**src/rtl/core/bcl_pkg.sv**
```systemverilog
// types and constants shared by the bounded cursor list
`default_nettype none

package bcl_pkg;

    localparam int DATA_W = 32;
    localparam int ACT_W  = 4;
    localparam int CAP_W  = 7;

    localparam logic [CAP_W-1:0] CAP_RESET = 7'd64;

    typedef enum logic [ACT_W-1:0] {
        ACT_INS_BEFORE = 4'd0,
        ACT_INS_AFTER  = 4'd1,
        ACT_REP_BEFORE = 4'd2,
        ACT_REP_AT     = 4'd3,
        ACT_REP_AFTER  = 4'd4,
        ACT_REMOVE     = 4'd5,
        ACT_BEGIN      = 4'd6,
        ACT_END        = 4'd7,
        ACT_NEXT       = 4'd8,
        ACT_PRIOR      = 4'd9,
        ACT_CLEAR      = 4'd10
    } t_action;

    typedef enum logic [2:0] {
        ST_IDLE,
        ST_SHIFT_UP,
        ST_SHIFT_DN,
        ST_WRITE,
        ST_READ,
        ST_READ_WAIT,
        ST_DONE
    } t_state;

    typedef struct packed {
        logic success;
        logic is_empty;
        logic is_full;
    } t_res_flags;

endpackage

`default_nettype wire

```
**src/rtl/core/bounded_cursor_list.sv**
```systemverilog
// top level of the bounded cursor list
// the sequencer holds one item at a time; results leave through an output register
// insert: time grows with the entries behind the insertion point, set by the entry shift loop
// remove: time grows with the entries from the cursor to the tail, same shift loop
// other actions run no shift loop; one memory read and one write per cycle bound every loop
// reset clears count, cursor and result valid, loads capacity 64; entry memory is not cleared
`default_nettype none

module bounded_cursor_list #(
    parameter int MAX_ENTRIES = 64
) (
    input  wire logic                       i_clk,
    input  wire logic                       i_rst_n,
    input  wire logic                       s_axis_tvalid,
    output logic                            s_axis_tready,
    // action [3:0], data_value [35:4], zero fill
    input  wire logic [39:0]                s_axis_tdata,
    output logic                            m_axis_tvalid,
    input  wire logic                       m_axis_tready,
    // success, data_out, entry_total, is_empty, is_full, zero fill
    output logic [((35 + $clog2(MAX_ENTRIES + 1) + 7) / 8) * 8 - 1:0] m_axis_tdata,
    input  wire logic                       i_cfg_wr_en,
    input  wire logic [bcl_pkg::CAP_W-1:0]  i_cfg_wr_data
);
    import bcl_pkg::*;

    localparam int AW    = $clog2(MAX_ENTRIES);
    localparam int CW    = $clog2(MAX_ENTRIES + 1);
    localparam int RES_W = 3 + DATA_W + CW;
    localparam int OUT_W = ((RES_W + 7) / 8) * 8;

    logic              w_mem_we;
    logic [AW-1:0]     w_mem_waddr;
    logic [DATA_W-1:0] w_mem_wdata;
    logic              w_mem_re;
    logic [AW-1:0]     w_mem_raddr;
    logic [DATA_W-1:0] w_mem_rdata;

    logic              w_res_valid;
    logic              w_res_ready;
    t_res_flags        w_res_flags;
    logic [DATA_W-1:0] w_res_data;
    logic [CW-1:0]     w_res_count;
    logic [OUT_W-1:0]  w_res_beat;

    bcl_mem #(
        .DEPTH (MAX_ENTRIES),
        .AW    (AW)
    ) u_mem (
        .i_clk   (i_clk),
        .i_we    (w_mem_we),
        .i_waddr (w_mem_waddr),
        .i_wdata (w_mem_wdata),
        .i_re    (w_mem_re),
        .i_raddr (w_mem_raddr),
        .o_rdata (w_mem_rdata)
    );

    bcl_ctrl #(
        .MAX_ENTRIES (MAX_ENTRIES),
        .AW          (AW),
        .CW          (CW)
    ) u_ctrl (
        .i_clk         (i_clk),
        .i_rst_n       (i_rst_n),
        .i_cfg_wr_en   (i_cfg_wr_en),
        .i_cfg_wr_data (i_cfg_wr_data),
        .i_in_valid    (s_axis_tvalid),
        .o_in_ready    (s_axis_tready),
        .i_action      (s_axis_tdata[ACT_W-1:0]),
        .i_value       (s_axis_tdata[ACT_W+DATA_W-1:ACT_W]),
        .o_res_valid   (w_res_valid),
        .i_res_ready   (w_res_ready),
        .o_res_flags   (w_res_flags),
        .o_res_data    (w_res_data),
        .o_res_count   (w_res_count),
        .o_mem_we      (w_mem_we),
        .o_mem_waddr   (w_mem_waddr),
        .o_mem_wdata   (w_mem_wdata),
        .o_mem_re      (w_mem_re),
        .o_mem_raddr   (w_mem_raddr),
        .i_mem_rdata   (w_mem_rdata)
    );

    assign w_res_beat = OUT_W'({w_res_flags.is_full, w_res_flags.is_empty, w_res_count,
                                w_res_data, w_res_flags.success});

    bcl_obuf #(
        .W (OUT_W)
    ) u_obuf (
        .i_clk   (i_clk),
        .i_rst_n (i_rst_n),
        .i_valid (w_res_valid),
        .o_ready (w_res_ready),
        .i_data  (w_res_beat),
        .o_valid (m_axis_tvalid),
        .i_ready (m_axis_tready),
        .o_data  (m_axis_tdata)
    );

endmodule

`default_nettype wire

```
**src/rtl/core/bcl_mem.sv**
```systemverilog
// entry memory: one write port, one read port with registered read data
`default_nettype none

module bcl_mem #(
    parameter int DEPTH = 64,
    parameter int AW    = 6
) (
    input  wire logic                      i_clk,
    input  wire logic                      i_we,
    input  wire logic [AW-1:0]             i_waddr,
    input  wire logic [bcl_pkg::DATA_W-1:0] i_wdata,
    input  wire logic                      i_re,
    input  wire logic [AW-1:0]             i_raddr,
    output logic      [bcl_pkg::DATA_W-1:0] o_rdata
);
    import bcl_pkg::*;

    logic [DATA_W-1:0] r_mem [DEPTH];
    logic [DATA_W-1:0] r_rdata;

    always_ff @(posedge i_clk) begin
        if (i_we) begin
            r_mem[i_waddr] <= i_wdata;
        end
    end

    always_ff @(posedge i_clk) begin
        if (i_re) begin
            r_rdata <= r_mem[i_raddr];
        end
    end

    assign o_rdata = r_rdata;

endmodule

`default_nettype wire

```
**src/rtl/core/bcl_ctrl.sv**
```systemverilog
// action sequencer: count, cursor, capacity register and shift control
`default_nettype none

module bcl_ctrl #(
    parameter int MAX_ENTRIES = 64,
    parameter int AW          = 6,
    parameter int CW          = 7
) (
    input  wire logic                       i_clk,
    input  wire logic                       i_rst_n,
    input  wire logic                       i_cfg_wr_en,
    input  wire logic [bcl_pkg::CAP_W-1:0]  i_cfg_wr_data,
    input  wire logic                       i_in_valid,
    output logic                            o_in_ready,
    input  wire logic [bcl_pkg::ACT_W-1:0]  i_action,
    input  wire logic [bcl_pkg::DATA_W-1:0] i_value,
    output logic                            o_res_valid,
    input  wire logic                       i_res_ready,
    output bcl_pkg::t_res_flags             o_res_flags,
    output logic      [bcl_pkg::DATA_W-1:0] o_res_data,
    output logic      [CW-1:0]              o_res_count,
    output logic                            o_mem_we,
    output logic      [AW-1:0]              o_mem_waddr,
    output logic      [bcl_pkg::DATA_W-1:0] o_mem_wdata,
    output logic                            o_mem_re,
    output logic      [AW-1:0]              o_mem_raddr,
    input  wire logic [bcl_pkg::DATA_W-1:0] i_mem_rdata
);
    import bcl_pkg::*;

    localparam int LW = (CW > CAP_W) ? CW : CAP_W;

    t_state            r_state, n_state;
    logic [CAP_W-1:0]  r_cap;
    logic [CW-1:0]     r_count, n_count;
    logic [AW-1:0]     r_cur, n_cur;
    logic [CW-1:0]     r_pos, n_pos;
    logic [CW-1:0]     r_idx, n_idx;
    logic              r_rd_v, n_rd_v;
    logic              r_rd_after, n_rd_after;
    logic              r_ok, n_ok;
    logic [AW-1:0]     r_wr_addr, n_wr_addr;
    logic [DATA_W-1:0] r_value, n_value;
    logic [DATA_W-1:0] r_dout, n_dout;

    logic [LW-1:0]     w_cap_ext;
    logic [LW-1:0]     w_lim;
    logic              w_full;
    logic              w_ne;
    logic [CW-1:0]     w_cur_cw;
    logic [CW-1:0]     w_cur_p1;
    logic [CW-1:0]     w_ins_pos;
    logic              w_rd_issue;

    assign w_cap_ext = LW'(r_cap);
    assign w_lim     = (r_cap == '0) ? LW'(1) :
                       ((w_cap_ext > LW'(MAX_ENTRIES)) ? LW'(MAX_ENTRIES) : w_cap_ext);
    assign w_full    = LW'(r_count) >= w_lim;
    assign w_ne      = r_count != '0;
    assign w_cur_cw  = CW'(r_cur);
    assign w_cur_p1  = w_cur_cw + CW'(1);
    assign w_ins_pos = (i_action == ACT_INS_AFTER) ? w_cur_p1 : w_cur_cw;
    assign w_rd_issue = r_idx <= r_count;

    always_ff @(posedge i_clk) begin
        if (!i_rst_n) begin
            r_state <= ST_IDLE;
            r_cap   <= CAP_RESET;
            r_count <= '0;
            r_cur   <= '0;
            r_rd_v  <= 1'b0;
        end else begin
            r_state <= n_state;
            r_count <= n_count;
            r_cur   <= n_cur;
            r_rd_v  <= n_rd_v;
            if (i_cfg_wr_en) begin
                r_cap <= i_cfg_wr_data;
            end
        end
    end

    always_ff @(posedge i_clk) begin
        r_pos      <= n_pos;
        r_idx      <= n_idx;
        r_rd_after <= n_rd_after;
        r_ok       <= n_ok;
        r_wr_addr  <= n_wr_addr;
        r_value    <= n_value;
        r_dout     <= n_dout;
    end

    always_comb begin
        n_state     = r_state;
        n_count     = r_count;
        n_cur       = r_cur;
        n_pos       = r_pos;
        n_idx       = r_idx;
        n_rd_v      = r_rd_v;
        n_rd_after  = r_rd_after;
        n_ok        = r_ok;
        n_wr_addr   = r_wr_addr;
        n_value     = r_value;
        n_dout      = r_dout;
        o_mem_we    = 1'b0;
        o_mem_waddr = r_wr_addr;
        o_mem_wdata = r_value;
        o_mem_re    = 1'b0;
        o_mem_raddr = r_cur;
        o_in_ready  = 1'b0;
        o_res_valid = 1'b0;

        unique case (r_state)
            ST_IDLE: begin
                o_in_ready = 1'b1;
                if (i_in_valid) begin
                    n_ok       = 1'b0;
                    n_dout     = '0;
                    n_value    = i_value;
                    n_rd_v     = 1'b0;
                    n_rd_after = 1'b0;
                    n_state    = ST_DONE;
                    unique case (i_action)
                        ACT_INS_BEFORE, ACT_INS_AFTER: begin
                            if (!w_ne) begin
                                n_ok      = 1'b1;
                                n_dout    = i_value;
                                n_count   = CW'(1);
                                n_cur     = '0;
                                n_wr_addr = '0;
                                n_state   = ST_WRITE;
                            end else if (w_full) begin
                                n_state = ST_READ;
                            end else begin
                                n_ok      = 1'b1;
                                n_dout    = i_value;
                                n_pos     = w_ins_pos;
                                n_cur     = AW'(w_ins_pos);
                                n_wr_addr = AW'(w_ins_pos);
                                n_idx     = r_count;
                                n_count   = r_count + CW'(1);
                                n_state   = (w_ins_pos == r_count) ? ST_WRITE : ST_SHIFT_UP;
                            end
                        end
                        ACT_REP_BEFORE: begin
                            if (w_ne && r_cur != '0) begin
                                n_ok       = 1'b1;
                                n_wr_addr  = r_cur - AW'(1);
                                n_rd_after = 1'b1;
                                n_state    = ST_WRITE;
                            end else if (w_ne) begin
                                n_state = ST_READ;
                            end
                        end
                        ACT_REP_AT: begin
                            if (w_ne) begin
                                n_ok      = 1'b1;
                                n_dout    = i_value;
                                n_wr_addr = r_cur;
                                n_state   = ST_WRITE;
                            end
                        end
                        ACT_REP_AFTER: begin
                            if (w_ne && w_cur_p1 < r_count) begin
                                n_ok       = 1'b1;
                                n_wr_addr  = AW'(w_cur_p1);
                                n_rd_after = 1'b1;
                                n_state    = ST_WRITE;
                            end else if (w_ne) begin
                                n_state = ST_READ;
                            end
                        end
                        ACT_REMOVE: begin
                            if (w_ne) begin
                                n_ok    = 1'b1;
                                n_pos   = w_cur_cw;
                                n_idx   = w_cur_cw;
                                n_count = r_count - CW'(1);
                                if (w_cur_p1 >= r_count && r_cur != '0) begin
                                    n_cur = r_cur - AW'(1);
                                end
                                n_state = ST_SHIFT_DN;
                            end
                        end
                        ACT_BEGIN: begin
                            if (w_ne) begin
                                n_ok    = 1'b1;
                                n_cur   = '0;
                                n_state = ST_READ;
                            end
                        end
                        ACT_END: begin
                            if (w_ne) begin
                                n_ok    = 1'b1;
                                n_cur   = AW'(r_count - CW'(1));
                                n_state = ST_READ;
                            end
                        end
                        ACT_NEXT: begin
                            if (w_ne) begin
                                if (w_cur_p1 < r_count) begin
                                    n_ok  = 1'b1;
                                    n_cur = AW'(w_cur_p1);
                                end
                                n_state = ST_READ;
                            end
                        end
                        ACT_PRIOR: begin
                            if (w_ne) begin
                                if (r_cur != '0) begin
                                    n_ok  = 1'b1;
                                    n_cur = r_cur - AW'(1);
                                end
                                n_state = ST_READ;
                            end
                        end
                        ACT_CLEAR: begin
                            n_ok    = 1'b1;
                            n_count = '0;
                            n_cur   = '0;
                        end
                        default: begin
                            if (w_ne) begin
                                n_state = ST_READ;
                            end
                        end
                    endcase
                end
            end
            ST_SHIFT_UP: begin
                if (!r_rd_v) begin
                    o_mem_re    = 1'b1;
                    o_mem_raddr = AW'(r_idx - CW'(1));
                    n_rd_v      = 1'b1;
                end else begin
                    o_mem_we    = 1'b1;
                    o_mem_waddr = AW'(r_idx);
                    o_mem_wdata = i_mem_rdata;
                    if ((r_idx - CW'(1)) == r_pos) begin
                        n_rd_v  = 1'b0;
                        n_state = ST_WRITE;
                    end else begin
                        o_mem_re    = 1'b1;
                        o_mem_raddr = AW'(r_idx - CW'(2));
                        n_idx       = r_idx - CW'(1);
                    end
                end
            end
            ST_SHIFT_DN: begin
                o_mem_re    = w_rd_issue;
                o_mem_raddr = AW'(r_idx);
                if (r_rd_v) begin
                    if ((r_idx - CW'(1)) == r_pos) begin
                        n_dout = i_mem_rdata;
                    end else begin
                        o_mem_we    = 1'b1;
                        o_mem_waddr = AW'(r_idx - CW'(2));
                        o_mem_wdata = i_mem_rdata;
                    end
                end
                n_rd_v = w_rd_issue;
                n_idx  = r_idx + CW'(1);
                if (!w_rd_issue) begin
                    n_state = ST_DONE;
                end
            end
            ST_WRITE: begin
                o_mem_we = 1'b1;
                n_state  = r_rd_after ? ST_READ : ST_DONE;
            end
            ST_READ: begin
                o_mem_re = 1'b1;
                n_state  = ST_READ_WAIT;
            end
            ST_READ_WAIT: begin
                n_dout  = i_mem_rdata;
                n_state = ST_DONE;
            end
            ST_DONE: begin
                o_res_valid = 1'b1;
                if (i_res_ready) begin
                    n_state = ST_IDLE;
                end
            end
            default: begin
                n_state = ST_IDLE;
            end
        endcase
    end

    assign o_res_flags.success  = r_ok;
    assign o_res_flags.is_empty = !w_ne;
    assign o_res_flags.is_full  = w_full;
    assign o_res_data           = r_dout;
    assign o_res_count          = r_count;

    a_count_bound: assert property (@(posedge i_clk) disable iff (!i_rst_n)
        r_count <= CW'(MAX_ENTRIES))
        else $error("entry count above depth");

    a_cursor_empty: assert property (@(posedge i_clk) disable iff (!i_rst_n)
        (r_count == '0) |-> (r_cur == '0))
        else $error("cursor off zero on empty list");

    a_cursor_range: assert property (@(posedge i_clk) disable iff (!i_rst_n)
        (r_count != '0) |-> (CW'(r_cur) < r_count))
        else $error("cursor beyond tail");

    a_port_clash: assert property (@(posedge i_clk) disable iff (!i_rst_n)
        (o_mem_we && o_mem_re) |-> (o_mem_waddr != o_mem_raddr))
        else $error("read and write on one entry in one cycle");

    a_done_hold: assert property (@(posedge i_clk) disable iff (!i_rst_n)
        (r_state == ST_DONE && !i_res_ready) |=> (r_state == ST_DONE))
        else $error("result dropped before hand-off");

endmodule

`default_nettype wire

```
**src/rtl/core/bcl_obuf.sv**
```systemverilog
// output register stage between the sequencer and the result stream
`default_nettype none

module bcl_obuf #(
    parameter int W = 48
) (
    input  wire logic         i_clk,
    input  wire logic         i_rst_n,
    input  wire logic         i_valid,
    output logic              o_ready,
    input  wire logic [W-1:0] i_data,
    output logic              o_valid,
    input  wire logic         i_ready,
    output logic      [W-1:0] o_data
);
    import bcl_pkg::*;

    logic         r_valid;
    logic [W-1:0] r_data;

    assign o_ready = !r_valid || i_ready;

    always_ff @(posedge i_clk) begin
        if (!i_rst_n) begin
            r_valid <= 1'b0;
        end else if (o_ready) begin
            r_valid <= i_valid;
        end
    end

    always_ff @(posedge i_clk) begin
        if (i_valid && o_ready) begin
            r_data <= i_data;
        end
    end

    assign o_valid = r_valid;
    assign o_data  = r_data;

endmodule

`default_nettype wire

```
**config.mk**
```make
export PLATFORM = sky130hd
export DESIGN_NAME = bounded_cursor_list
export DESIGN_NICKNAME = d
export VERILOG_FILES = /design/src/rtl/core/bcl_pkg.sv /design/src/rtl/core/bounded_cursor_list.sv /design/src/rtl/core/bcl_mem.sv /design/src/rtl/core/bcl_ctrl.sv /design/src/rtl/core/bcl_obuf.sv
export SDC_FILE = /design/constraint.sdc
export NUM_CORES = 2
export LEC_CHECK = 0
export BUFFER_PORTS_ARGS = -buffer_cell sky130_fd_sc_hd__buf_2
export CAP_MARGIN = 10
export CORE_MARGIN = 2
export CORE_UTILIZATION = 50
export DETAILED_ROUTE_END_ITERATION = 10
export PLACE_DENSITY = 0.68
export SLEW_MARGIN = 20
export SYNTH_ARGS = -nofsm -noshare
export SYNTH_HDL_FRONTEND = slang
export SYNTH_HIERARCHICAL = 1
export SYNTH_SLANG_ARGS = --single-unit
```
**constraint.sdc**
```tcl
create_clock -name i_clk -period 5.4 [get_ports i_clk]
set_input_delay 0.54 -clock i_clk [delete_from_list [all_inputs] [get_ports i_clk]]
set_output_delay 0.54 -clock i_clk [all_outputs]
set_load 0.01 [all_outputs]
```
==> impl_metrics.env <==
export IMPL_fin_skew_ns=0.0365
export IMPL_cp_arrival_ns=5.87
export IMPL_grt_pass1_wl_um=332000
export IMPL_grt_overflow=0
export IMPL_clk_pin_slew_ns=0.06
export IMPL_final_cell_area_um2=102000
export IMPL_slew_headroom_pct=27.0
export IMPL_sw_frac_of_total_pct=33.2
export IMPL_synth_edff_count=2214
export IMPL_tightest_slew_ns=1.10
export IMPL_cts_sinks=2239
export IMPL_via_per_inst=6.42
export IMPL_clockPowerShare_pct=26.5
export IMPL_rsz0062_at_grt="no"
export IMPL_status="finished, final reports clean"
export IMPL_wire_per_inst_um=32.1
export IMPL_ys_types=88
export IMPL_synth_compound_area_share_pct=4.92
export IMPL_synthAdderAreaFrac_pct=0.438
export IMPL_start_util_pct=50.3
export IMPL_synth_xor_area_share_pct=0.366
export IMPL_critPathCaptureType="register"
export IMPL_met2_length_um=109000
export IMPL_syn_area_um2=88500
export IMPL_clockBufferDepth=3
export IMPL_clk_latency_ns=0.87
export IMPL_hold_viol_final=0
export IMPL_max_freq_mhz=195
export IMPL_die_area_um2=180000
export IMPL_antenna_found_initial=12
export IMPL_path_max_fanout=19
export IMPL_die_y_um=425
export IMPL_drc_errors=0
export IMPL_seq_area_um2=67000
export IMPL_met3WireLength_um=24000
export IMPL_multiInputGateArea_um2=20500
export IMPL_worstHoldPathCells=3
export IMPL_synthFlopType="edfxtp_1"
export IMPL_drt_total_wl_um=234000
export IMPL_grt_pass1_vias=45800
export IMPL_synth_most_common_cell="edfxtp_1"
export IMPL_period_share_pct=94.9
export IMPL_synth_common_cells="edfxtp_1, mux4_2, mux2i_1"
export IMPL_dr_pass1_iters=6
export IMPL_top_layer_used="met5"
export IMPL_worst_ir_drop_vdd_uv=384
export IMPL_ys_warn_count=6
export IMPL_cap_violations=0
export IMPL_final_setup_viol_count=0
export IMPL_layout_drive_gt1_share_pct=26.7
export IMPL_hpwl_um=141000
export IMPL_required_ns=6.14
export IMPL_rr_worst_depth=19
export IMPL_criticalPathCategory="reg -> reg"
export IMPL_synth_top_area_share_pct=75.1
export IMPL_power_density_nw_per_um2=540
export IMPL_grt_max_degree=65
export IMPL_final_setup_tns_ns=0
export IMPL_switching_power_mw=18.3
export IMPL_power_frac_seq_pct=39.5
export IMPL_drtIter0Drc=6965
export IMPL_synth_top_area_cell="edfxtp_1"
export IMPL_vias=46900
export IMPL_grt_usage_pct=25.9
export IMPL_fin_crit_ns=5.13
export IMPL_synth_seq_area_share_pct=75.7
export IMPL_num_io_pins=102
export IMPL_cts_tree="done"
export IMPL_met1_length_um=91600
export IMPL_root_buffer="clkbuf_16"
export IMPL_ys_seq_elements=2239
export IMPL_dieWidth_um=425
export IMPL_async_reset_ff_share_pct=0
export IMPL_cts_made_buffers=209
export IMPL_p_int_mw=36.8
export IMPL_synth_mux_area_share_pct=14.2
export IMPL_slew_violations=0
export IMPL_min_path_type="in -> reg"
export IMPL_synthCells=4353
export IMPL_port_buffers=97
export IMPL_ant_nets=0
export IMPL_leakagePower_nw=32.1
export IMPL_nFillCells=12700
export IMPL_htree_levels=4
export IMPL_start_kind="register"
export IMPL_synth_top_family_by_area="multiplexers"
export IMPL_comb_power_share_pct=34.1
export IMPL_row_count=154
export IMPL_gp_congestion=0.919
export IMPL_place_area_um2=94600
export IMPL_synth_simple_area_share_pct=2.49
export IMPL_core_um2=176000
export IMPL_syn_avg_cell_area_um2=20.3
export IMPL_fin_nets=4870
export IMPL_area_growth_pct=15.1
export IMPL_ys_top_cells_by_area="edfxtp_1, mux4_2, mux2i_1"
## power groups by stage
| stage | combinational, mW | sequential (mW) | clock [mW] |
|---|---|---|---|
| 6_report | 18.8 | 21.7 | 14.6 |
| 5_1_grt | 19.6 | 21.7 | 15.4 |
| 4_1_cts | 18.6 | 21.7 | 14.7 |
| 3_5_place_dp | 18.5 | 22.1 | 0 |
| 2_1_floorplan | 11.0 | 21.8 | 0 |
| 3_3_place_gp | 18.3 | 22.0 | 0 |
## layout by cell type, fill, tap and decap left out, types with 21 or more instances in the layout
| cell type | instances |
|---|---|
| nand3_1 | 62 |
| clkinv_1 | 54 |
| dfxtp_1 | 25 |
| clkbuf_16 | 211 |
| clkbuf_1 | 41 |
| inv_1 | 30 |
| edfxtp_1 | 2214 |
| bufinv_16 | 21 |
| ha_1 | 30 |
| buf_2 | 97 |
| mux2_4 | 32 |
| nor2_4 | 65 |
| nor2_1 | 96 |
| a211oi_1 | 32 |
| o211ai_1 | 23 |
| o21ai_0 | 60 |
| mux2i_1 | 205 |
| xnor2_1 | 26 |
| nor3_1 | 21 |
| buf_12 | 84 |
| clkinv_2 | 44 |
| nand2_1 | 90 |
| a21oi_1 | 79 |
| dlygate4sd3_1 | 42 |
| o22ai_1 | 53 |
| buf_4 | 259 |
| a22oi_1 | 137 |
| a31oi_1 | 33 |
| a22o_1 | 45 |
| o221ai_1 | 22 |
| mux4_2 | 446 |
## final cells by class
type | instances | share of cell area [%]
flip-flops and latches | 2239 | 65.8
multi-input cells | 1823 | 20.1
clock buffers | 252 | 5.34
repair buffers | 482 | 4.45
well taps | 2340 | 2.87
clock inverters | 135 | 1.30
inverters | 32 | 0.118
diodes | 4 | 0.00983
## path summary, 6_finish.rpt
path	from	end	slack, ns
worst max-delay path	u_ctrl/r_idx[1]	u_mem/o_rdata[18]	0.27
worst min-delay path	i_cfg_wr_en	u_ctrl/r_cap[1]	0.1
worst max register to register	u_ctrl/r_idx[1]	u_mem/o_rdata[18]	0.27
worst min register to register	u_ctrl/o_res_data[20]	u_obuf/o_data[21]	0.42
## critical path, cell delays in order (launching register included)
cell,delay (ns)
edfxtp_1,0.38
inv_1,0.19
ha_2,0.33
nor3b_4,0.28
and2_2,0.23
xnor2_1,0.10
a2111oi_4,0.47
nand2_2,0.23
mux2i_1,0.29
o21ai_4,0.10
buf_12,0.17
buf_4,0.19
nor2b_4,0.49
buf_12,0.28
a22oi_1,0.18
nand3_1,0.20
nand2_2,0.18
buf_4,0.18
a21oi_2,0.31
buf_4,0.18
## stage by stage
step / cells / total power, mW / utilization [%] / worst slack [ns] / hold slack (ns)
floorplan: 4358 / 32.8 / - / -0.354 / 0.400
global placement: 6874 / 40.3 / 53.7 / 0.000797 / 0.404
detailed placement: 6874 / 40.6 / 53.7 / -0.0201 / 0.405
CTS: 7303 / 55.1 / 57.8 / 0.0543 / 0.0373
global route: 7303 / 56.7 / 57.8 / 0.0124 / 0.0995
finish: 7307 / 55.0 / 57.8 / 0.275 / 0.0972
## state kept, by name (all words and copies together) (netlist names)
register	cells
u_mem/o_rdata	32
u_ctrl/r_wr_addr	6
u_ctrl/r_pos	7
u_obuf/o_data	48
u_ctrl/r_rd_after	1
u_ctrl/r_rd_v	1
u_ctrl/o_res_count	7
u_ctrl/r_ok	1
u_ctrl/r_state	3
u_obuf/o_valid	1
u_ctrl/r_cur	6
u_ctrl/o_res_data	32
u_ctrl/r_cap	7
u_ctrl/r_idx	7
u_ctrl/r_value	32
u_mem/r_mem	2048
## layer usage
metal / global-route usage [%] / up-vias
li1: - / 19100
met1: 36.5 / 24700
met2: 39.9 / 2692
met3: 5.27 / 398
met4: 10.3 / 4
met5: 0 / -
## what timing repair did
action / CTS / global route
pin swaps: 0 / 0
setup endpoints to repair: 1 / 20
buffers inserted: 0 / 0
cloned: 0 / 0
hold endpoints to repair: 62 / 0
gates resized for setup: 1 / 4
hold buffers: 42 / 0
## kinds of logic (layout without fill, tap and decap cells)
family / after synthesis / count (layout)
flops: 2239 / 2239
mux: 684 / 684
simple gates: 458 / 458
buf+inv: 296 / 901
other cells: 1 / 10
compound gates: 607 / 607
fa+ha+maj: 31 / 31
xor+xnor: 37 / 37
Power figures use the tool's default switching activity.
